===== src/sv/tbkt_pkg.sv =====
package tbkt_pkg;

	localparam int unsigned MS_PER_SECOND = 1000;

	// Exact unsigned 32-bit division by MS_PER_SECOND as a reciprocal multiply
	localparam int unsigned DIV_L     = $clog2(MS_PER_SECOND);
	localparam int unsigned DIV_SHIFT = 32 + DIV_L;
	localparam logic [64:0] DIV_NUM   = (65'd1 << DIV_SHIFT) + 65'(MS_PER_SECOND) - 65'd1;
	localparam logic [32:0] DIV_MULT  = 33'(DIV_NUM / 65'(MS_PER_SECOND));

	localparam logic [2:0] MODE_IDLE      = 3'd0;
	localparam logic [2:0] MODE_SET       = 3'd1;
	localparam logic [2:0] MODE_COUNTDOWN = 3'd2;
	localparam logic [2:0] MODE_COUNTUP   = 3'd3;
	localparam logic [2:0] MODE_PAUSED    = 3'd4;
	localparam logic [2:0] MODE_ALARM     = 3'd5;

	localparam logic CFG_STEP  = 1'b0;
	localparam logic CFG_LIMIT = 1'b1;

	localparam logic [11:0] STEP_RESET  = 12'd60;
	localparam logic [15:0] LIMIT_RESET = 16'd6000;

	typedef struct packed {
		logic [11:0] step;
		logic [15:0] limit;
	} cfg_t;

endpackage


===== src/sv/tbkt_div_ms.sv =====
module tbkt_div_ms
	import tbkt_pkg::*;
(
	input  logic [31:0] diff,
	output logic [31:0] quot
);

	logic [64:0] prod;

	assign prod = {33'd0, diff} * {32'd0, DIV_MULT};
	assign quot = 32'(prod >> DIV_SHIFT);

endmodule


===== src/sv/tbkt_ctrl.sv =====
module tbkt_ctrl
	import tbkt_pkg::*;
(
	input  logic        clk,
	input  logic        arst_n,
	input  cfg_t        cfg,
	input  logic        step_en,
	input  logic        lvl_set,
	input  logic        lvl_start,
	input  logic [31:0] now,
	output logic [15:0] shown,
	output logic [2:0]  mode
);

	logic [2:0]  mode_q, mode_d;
	logic [15:0] set_q, set_p, set_d;
	logic [15:0] shown_q, shown_d;
	logic [31:0] start_q, start_d;
	logic        prev_set_q, prev_start_q;

	logic        can_set, push_set, push_start, clear;
	logic [16:0] set_sum;
	logic [31:0] diff, elapsed;
	logic        elapsed_big, cd_done;
	logic [15:0] cd_left, up_val;
	logic [16:0] up_sum;

	assign diff = now - start_q;

	tbkt_div_ms u_div (
		.diff (diff),
		.quot (elapsed)
	);

	always_comb begin
		can_set    = (mode_q == MODE_IDLE) || (mode_q == MODE_SET) || (mode_q == MODE_PAUSED);
		push_set   = can_set && lvl_set && !prev_set_q;
		push_start = lvl_start && !prev_start_q;

		set_sum = {1'b0, shown_q} + {5'd0, cfg.step};
		if (!push_set) begin
			set_p = set_q;
		end else if (set_q >= cfg.limit) begin
			set_p = '0;
		end else begin
			set_p = set_sum[16] ? 16'hFFFF : set_sum[15:0];
		end
		start_d = (push_start && can_set) ? now : start_q;

		elapsed_big = |elapsed[31:16];
		cd_done     = elapsed_big || (elapsed[15:0] >= set_p);
		cd_left     = set_p - elapsed[15:0];
		up_sum      = {1'b0, set_p} + {1'b0, elapsed[15:0]};
		up_val      = (elapsed_big || up_sum[16]) ? 16'hFFFF : up_sum[15:0];

		set_d   = set_p;
		shown_d = shown_q;
		mode_d  = mode_q;
		clear   = lvl_set && lvl_start;

		if (!clear) begin
			case (mode_q)
				MODE_IDLE: begin
					if (push_set) begin
						mode_d = MODE_SET;
					end else if (push_start) begin
						mode_d = MODE_COUNTUP;
					end
				end
				MODE_SET: begin
					shown_d = set_p;
					if (!push_set && push_start) begin
						mode_d = MODE_COUNTDOWN;
					end
				end
				MODE_COUNTDOWN: begin
					shown_d = cd_done ? 16'd0 : cd_left;
					if (push_start) begin
						mode_d = MODE_SET;
						set_d  = cd_done ? 16'd0 : cd_left;
					end else if (cd_done) begin
						mode_d = MODE_ALARM;
					end
				end
				MODE_COUNTUP: begin
					shown_d = up_val;
					if (push_start) begin
						set_d  = up_val;
						mode_d = MODE_PAUSED;
					end
				end
				MODE_PAUSED: begin
					shown_d = set_p;
					if (push_set) begin
						mode_d = MODE_SET;
					end else if (push_start) begin
						mode_d = MODE_COUNTUP;
					end
				end
				MODE_ALARM: begin
					shown_d = '0;
					clear   = push_start;
				end
				default: begin
				end
			endcase
		end
	end

	always_ff @(posedge clk or negedge arst_n) begin
		if (!arst_n) begin
			mode_q       <= MODE_IDLE;
			set_q        <= '0;
			shown_q      <= '0;
			start_q      <= '0;
			prev_set_q   <= 1'b0;
			prev_start_q <= 1'b0;
		end else if (step_en) begin
			if (clear) begin
				mode_q       <= MODE_IDLE;
				set_q        <= '0;
				shown_q      <= '0;
				start_q      <= '0;
				prev_set_q   <= 1'b0;
				prev_start_q <= 1'b0;
			end else begin
				mode_q       <= mode_d;
				set_q        <= set_d;
				shown_q      <= shown_d;
				start_q      <= start_d;
				prev_set_q   <= lvl_set;
				prev_start_q <= lvl_start;
			end
		end
	end

	assign shown = shown_q;
	assign mode  = mode_q;

endmodule


===== src/sv/two_button_kitchen_timer_core.sv =====
// Kitchen timer core: takes one poll word (two button levels and a free-running millisecond
// time) per clock while in_stall is low, and returns one result word per poll, in order. A
// poll is captured in an input register; once the result register is free or draining, the
// timer state is updated and the result becomes valid, and a new poll can be taken every
// cycle while results keep draining. The cycle is set by the path from the input register
// through the 32-bit elapsed-time subtract, the reciprocal multiply that divides by the
// millisecond rate, and the countdown compare into the state registers. Write the step and
// limit registers only while the timer is idle between polls.
module two_button_kitchen_timer_core
	import tbkt_pkg::*;
(
	input  logic        clk,
	input  logic        arst_n,
	input  logic        cfg_we,
	input  logic        cfg_index,
	input  logic [15:0] cfg_data,
	input  logic        in_valid,
	output logic        in_stall,
	input  logic        button_set,
	input  logic        button_start,
	input  logic [31:0] now_ms,
	output logic        out_valid,
	input  logic        out_stall,
	output logic [15:0] display_seconds,
	output logic [2:0]  timer_mode,
	output logic        alarm_on
);

	cfg_t        cfg_q;
	logic        valid_s1, set_s1, start_s1;
	logic [31:0] now_s1;
	logic        out_valid_q;
	logic        in_take, step_en;

	always_ff @(posedge clk or negedge arst_n) begin
		if (!arst_n) begin
			cfg_q.step  <= STEP_RESET;
			cfg_q.limit <= LIMIT_RESET;
		end else if (cfg_we) begin
			case (cfg_index)
				CFG_STEP:  cfg_q.step  <= cfg_data[11:0];
				CFG_LIMIT: cfg_q.limit <= cfg_data;
				default: begin
				end
			endcase
		end
	end

	// advance the held poll whenever the result register is free or being drained
	assign step_en  = valid_s1 && (!out_valid_q || !out_stall);
	assign in_stall = valid_s1 && !step_en;
	assign in_take  = in_valid && !in_stall;

	always_ff @(posedge clk or negedge arst_n) begin
		if (!arst_n) begin
			valid_s1    <= 1'b0;
			out_valid_q <= 1'b0;
		end else begin
			valid_s1    <= in_take || (valid_s1 && !step_en);
			out_valid_q <= step_en || (out_valid_q && out_stall);
		end
	end

	always_ff @(posedge clk) begin
		if (in_take) begin
			set_s1   <= button_set;
			start_s1 <= button_start;
			now_s1   <= now_ms;
		end
	end

	// the timer state registers double as the result word
	tbkt_ctrl u_ctrl (
		.clk       (clk),
		.arst_n    (arst_n),
		.cfg       (cfg_q),
		.step_en   (step_en),
		.lvl_set   (set_s1),
		.lvl_start (start_s1),
		.now       (now_s1),
		.shown     (display_seconds),
		.mode      (timer_mode)
	);

	assign alarm_on  = (timer_mode == MODE_ALARM);
	assign out_valid = out_valid_q;

	a_stall_needs_word: assert property (@(posedge clk) disable iff (!arst_n)
		in_stall |-> valid_s1)
		else $error("input stalled with no word held");

	a_step_gives_result: assert property (@(posedge clk) disable iff (!arst_n)
		step_en |=> out_valid)
		else $error("poll processed but no result word valid");

	a_result_holds: assert property (@(posedge clk) disable iff (!arst_n)
		!step_en |=> ($stable(display_seconds) && $stable(timer_mode)))
		else $error("timer state moved without a poll");

	a_alarm_shows_zero: assert property (@(posedge clk) disable iff (!arst_n)
		(timer_mode == MODE_ALARM) |-> (display_seconds == 16'd0))
		else $error("alarm with nonzero display");

endmodule


===== config.mk =====
export PLATFORM = sky130hd
export DESIGN_NAME = two_button_kitchen_timer_core
export DESIGN_NICKNAME = d
export VERILOG_FILES = /design/src/sv/tbkt_pkg.sv /design/src/sv/tbkt_div_ms.sv /design/src/sv/tbkt_ctrl.sv /design/src/sv/two_button_kitchen_timer_core.sv
export SDC_FILE = /design/constraint.sdc
export NUM_CORES = 1
export LEC_CHECK = 0
export ABC_CLOCK_PERIOD_IN_PS = 16149
export BUFFER_PORTS_ARGS = -buffer_cell sky130_fd_sc_hd__buf_2
export CAP_MARGIN = 15
export CELL_PAD_IN_SITES_DETAIL_PLACEMENT = 1
export CELL_PAD_IN_SITES_GLOBAL_PLACEMENT = 2
export CORE_MARGIN = 4
export CORE_UTILIZATION = 38
export DETAILED_ROUTE_END_ITERATION = 12
export HOLD_SLACK_MARGIN = 0.15
export PLACE_DENSITY = 0.87
export SLEW_MARGIN = 15
export SYNTH_ARGS = -nofsm -noshare
export SYNTH_HDL_FRONTEND = slang
export SYNTH_SLANG_ARGS = --single-unit

===== constraint.sdc =====
create_clock -name clk -period 16.15 [get_ports clk]
set_input_delay 2.4225 -clock clk [delete_from_list [all_inputs] [get_ports clk]]
set_output_delay 2.4225 -clock clk [all_outputs]
set_load 0.05 [all_outputs]

==> flow_summary.yaml <==
routing:
  vias_per_cell: 5.425
  drt_iter0_markers: 1061
  wire_per_inst_um: 21.52
  totalWireLength_um: 74430
  firstDrtPassIters: 8
  antenna_left: 0
  vias: 18766
  drc: 1
logic_synthesis:
  synth.area.top_cells: "fa_1 25%, ha_1 25%, dfrtp_1 9.1%, inv_1 7.8%, edfxtp_1 4.2%"
  ys_seq_area_share_pct: 14.47
  synthDominantCellAreaShare_pct: 24.91
  async_reset_ff_share_pct: 74.44
  ys_types: 76
  syn-num-nets: 3358
  synth_ff_type: "dfrtp_1"
  ys_warn_count: 0
  syn_area_per_cell_sq_um: 9.623
  syn_inst: 2522
  synth-seq-cells: 133
  netlist_area_sq_um: 24270
  yosysTopAreaCell: "fa_1"
  synth_edf_count: 34
clocking:
  cts_made_buffers: 17
  root_buffer: "clkbuf_16"
  clk_pin_slew_ns: 0.06
  cts-hold-fix-buffers: 0
  clk_latency_ns: 0.45
  clockBufferDepth: 2
  cts_resized: 0
  cts_setup_buffers: 0
  clock_sinks: 133
  cts_tree: "done"
  ctsHtreeMaxLevel: 4
timing:
  relSlewSlack_pct: 22.99
  hold_viol_final: 0
  setup_viol: 0
  fmax_ghz: 0.07215
  rsz0062_at_grt: "false"
  finalCritPeriodShare_pct: 85.82
  fin_worst_skew_ns: 0.01591
  period_minus_slack_ns: 13.86
  maxSlewViolCount: 0
  fin_setup_tns_ns: 0
  holdWs_ns: 0.4834
  worst_slew_pin_slew_ns: 1.151
grt:
  grt_pass1_wl_um: 117800
  grt_max_degree: 76
  antenna_found_initial: 0
  overflow: 0
  grt_pass1_vias: 21167
  track_usage_pct: 22.14
layout:
  multi_input_area_sq_um: 18690
  seqCellArea_sq_um: 3512
  fin_cells: 3459
  diodes: 0
  fin_area_sq_um: 26400
  drive_gt1_share_pct: 7.845
  final_cell_mix: "505 x inv_1, 478 x ha_1, 302 x fa_1, 136 x a21oi_1, 126 x nand2_1"
  fillerInstances: 7229
  nets: 3436
  syn2layout_area_growth_pct: 8.796
  layout_commonest_cell: "inv_1"
setup_path:
  worstPathRequired_ns: 16.47
  cp-end-kind: "register"
  max_stage_delay_ns: 0.78
  crit_type: "reg2reg"
  crit_slowest_cell: "a2111oi_0"
  critPathMostFrequentCell: "inv_1"
  arrival_ns: 14.18
  crit_fanout: 14
  start_kind: "register"
floorplan:
  die_y_um: 260.7
  fp-row-count: 92
  io_pins: 78
  coreArea_sq_um: 63200
  initial_core_util_pct: 38.40
  die_area_sq_um: 67970
  die_w_um: 260.7
place:
  place_area_sq_um: 25800
  dp.cells: 3427
  portBuffers: 77
  place_congestion: 0.9092
  dp_hpwl_um: 63810
worst_hold_path:
  hold_path.class: "reg2reg"
status:
  violations: "DRC"
  status: "finished, violations left"
job:
  max_cap_viol_count: 0
-- synth_stat cells, types with 15 or more instances --
master	instances
inv_1	505
ha_1	478
fa_1	302
a21oi_1	136
nand2_1	126
nor2_1	96
o21ai_0	96
dfrtp_1	88
xnor2_1	60
clkbuf_1	44
a21o_1	39
a22o_1	37
nor3_1	35
edfxtp_1	34
nand3_1	30
xor2_1	30
mux2_2	28
nand2b_1	25
a211oi_1	22
and3_1	21
nor2b_1	21
o21a_1	21
a221oi_1	19
nand4_1	17
o21bai_1	16
a31oi_1	15
and2_1	15
-- worst max-delay path: cells and delay by family, from the launching register on --
family | cells | cell delay (ns)
DFF | 1 | 0.41
xor gates and xnor gates | 2 | 0.65
and+or+nand+nor | 9 | 1.68
AOI/OAI and AO/OA | 17 | 5.70
buffers and inverters | 7 | 0.67
adders and majority gates | 11 | 4.64
-- area by class of cell --
class / count / share of cell area (%)
inverter: 505 / 7.179
clock buffer: 20 / 1.654
clock inverter: 12 / 0.5829
sequential: 133 / 13.30
timing repair buffer: 113 / 2.493
tap: 846 / 4.009
multi-input combinational: 1830 / 70.78
-- per-stage QoR --
| step | util [%] | worst slack (ns) |
|---|---|---|
| 2_1_floorplan | - | 4.217 |
| 3_3_place_gp | 40.83 | 2.890 |
| 3_5_place_dp | 40.83 | 2.257 |
| 4_1_cts | 41.77 | 2.185 |
| 5_1_grt | 41.78 | 1.113 |
| 6_report | 41.78 | 2.290 |
-- kinds of logic after synthesis --
| family | Yosys count | share of synthesized area, % |
|---|---|---|
| fa+ha+maj | 781 | 49.60 |
| mux | 33 | 1.505 |
| compound gates | 496 | 13.59 |
| buf+inv | 559 | 8.703 |
| simple gates | 430 | 8.888 |
| xor+xnor | 90 | 3.248 |
| flops | 133 | 14.47 |
-- registers in the layout, summed over array words and instances (netlist names) --
signal / count
cfg_q: 28
now_s1: 32
out_valid: 1
set_s1: 1
start_s1: 1
u_ctrl.mode: 3
u_ctrl.prev_set_q: 1
u_ctrl.prev_start_q: 1
u_ctrl.set_q: 16
u_ctrl.shown: 16
u_ctrl.start_q: 32
valid_s1: 1
-- worst paths after layout --
kind / start / end / slack, ns / cells past startpoint
max: now_s1[12] / u_ctrl.set_q[1] / 2.29 / 46
min: u_ctrl.prev_set_q / u_ctrl.prev_set_q / 0.48 / 2
max reg2reg: now_s1[12] / u_ctrl.set_q[1] / 2.29 / 46
min reg2reg: u_ctrl.prev_set_q / u_ctrl.prev_set_q / 0.48 / 2
max in group asynchronous: arst_n / u_ctrl.set_q[5] / 12.95 / 2
min in group asynchronous: arst_n / u_ctrl.start_q[4] / 1.89 / 1
-- routing by layer --
| layer | up-vias | track usage [%] | wire length, um |
|---|---|---|---|
| li1 | 8695 | - | - |
| met5 | - | 0 | 0 |
| met4 | 0 | 7.544 | 2467 |
| met3 | 129 | 2.892 | 3125 |
| met1 | 9514 | 29.44 | 32990 |
| met2 | 428 | 37.26 | 35850 |
Power is not shown: default switching activity piles up to over one toggle a cycle in this logic, so the estimate is an artifact.
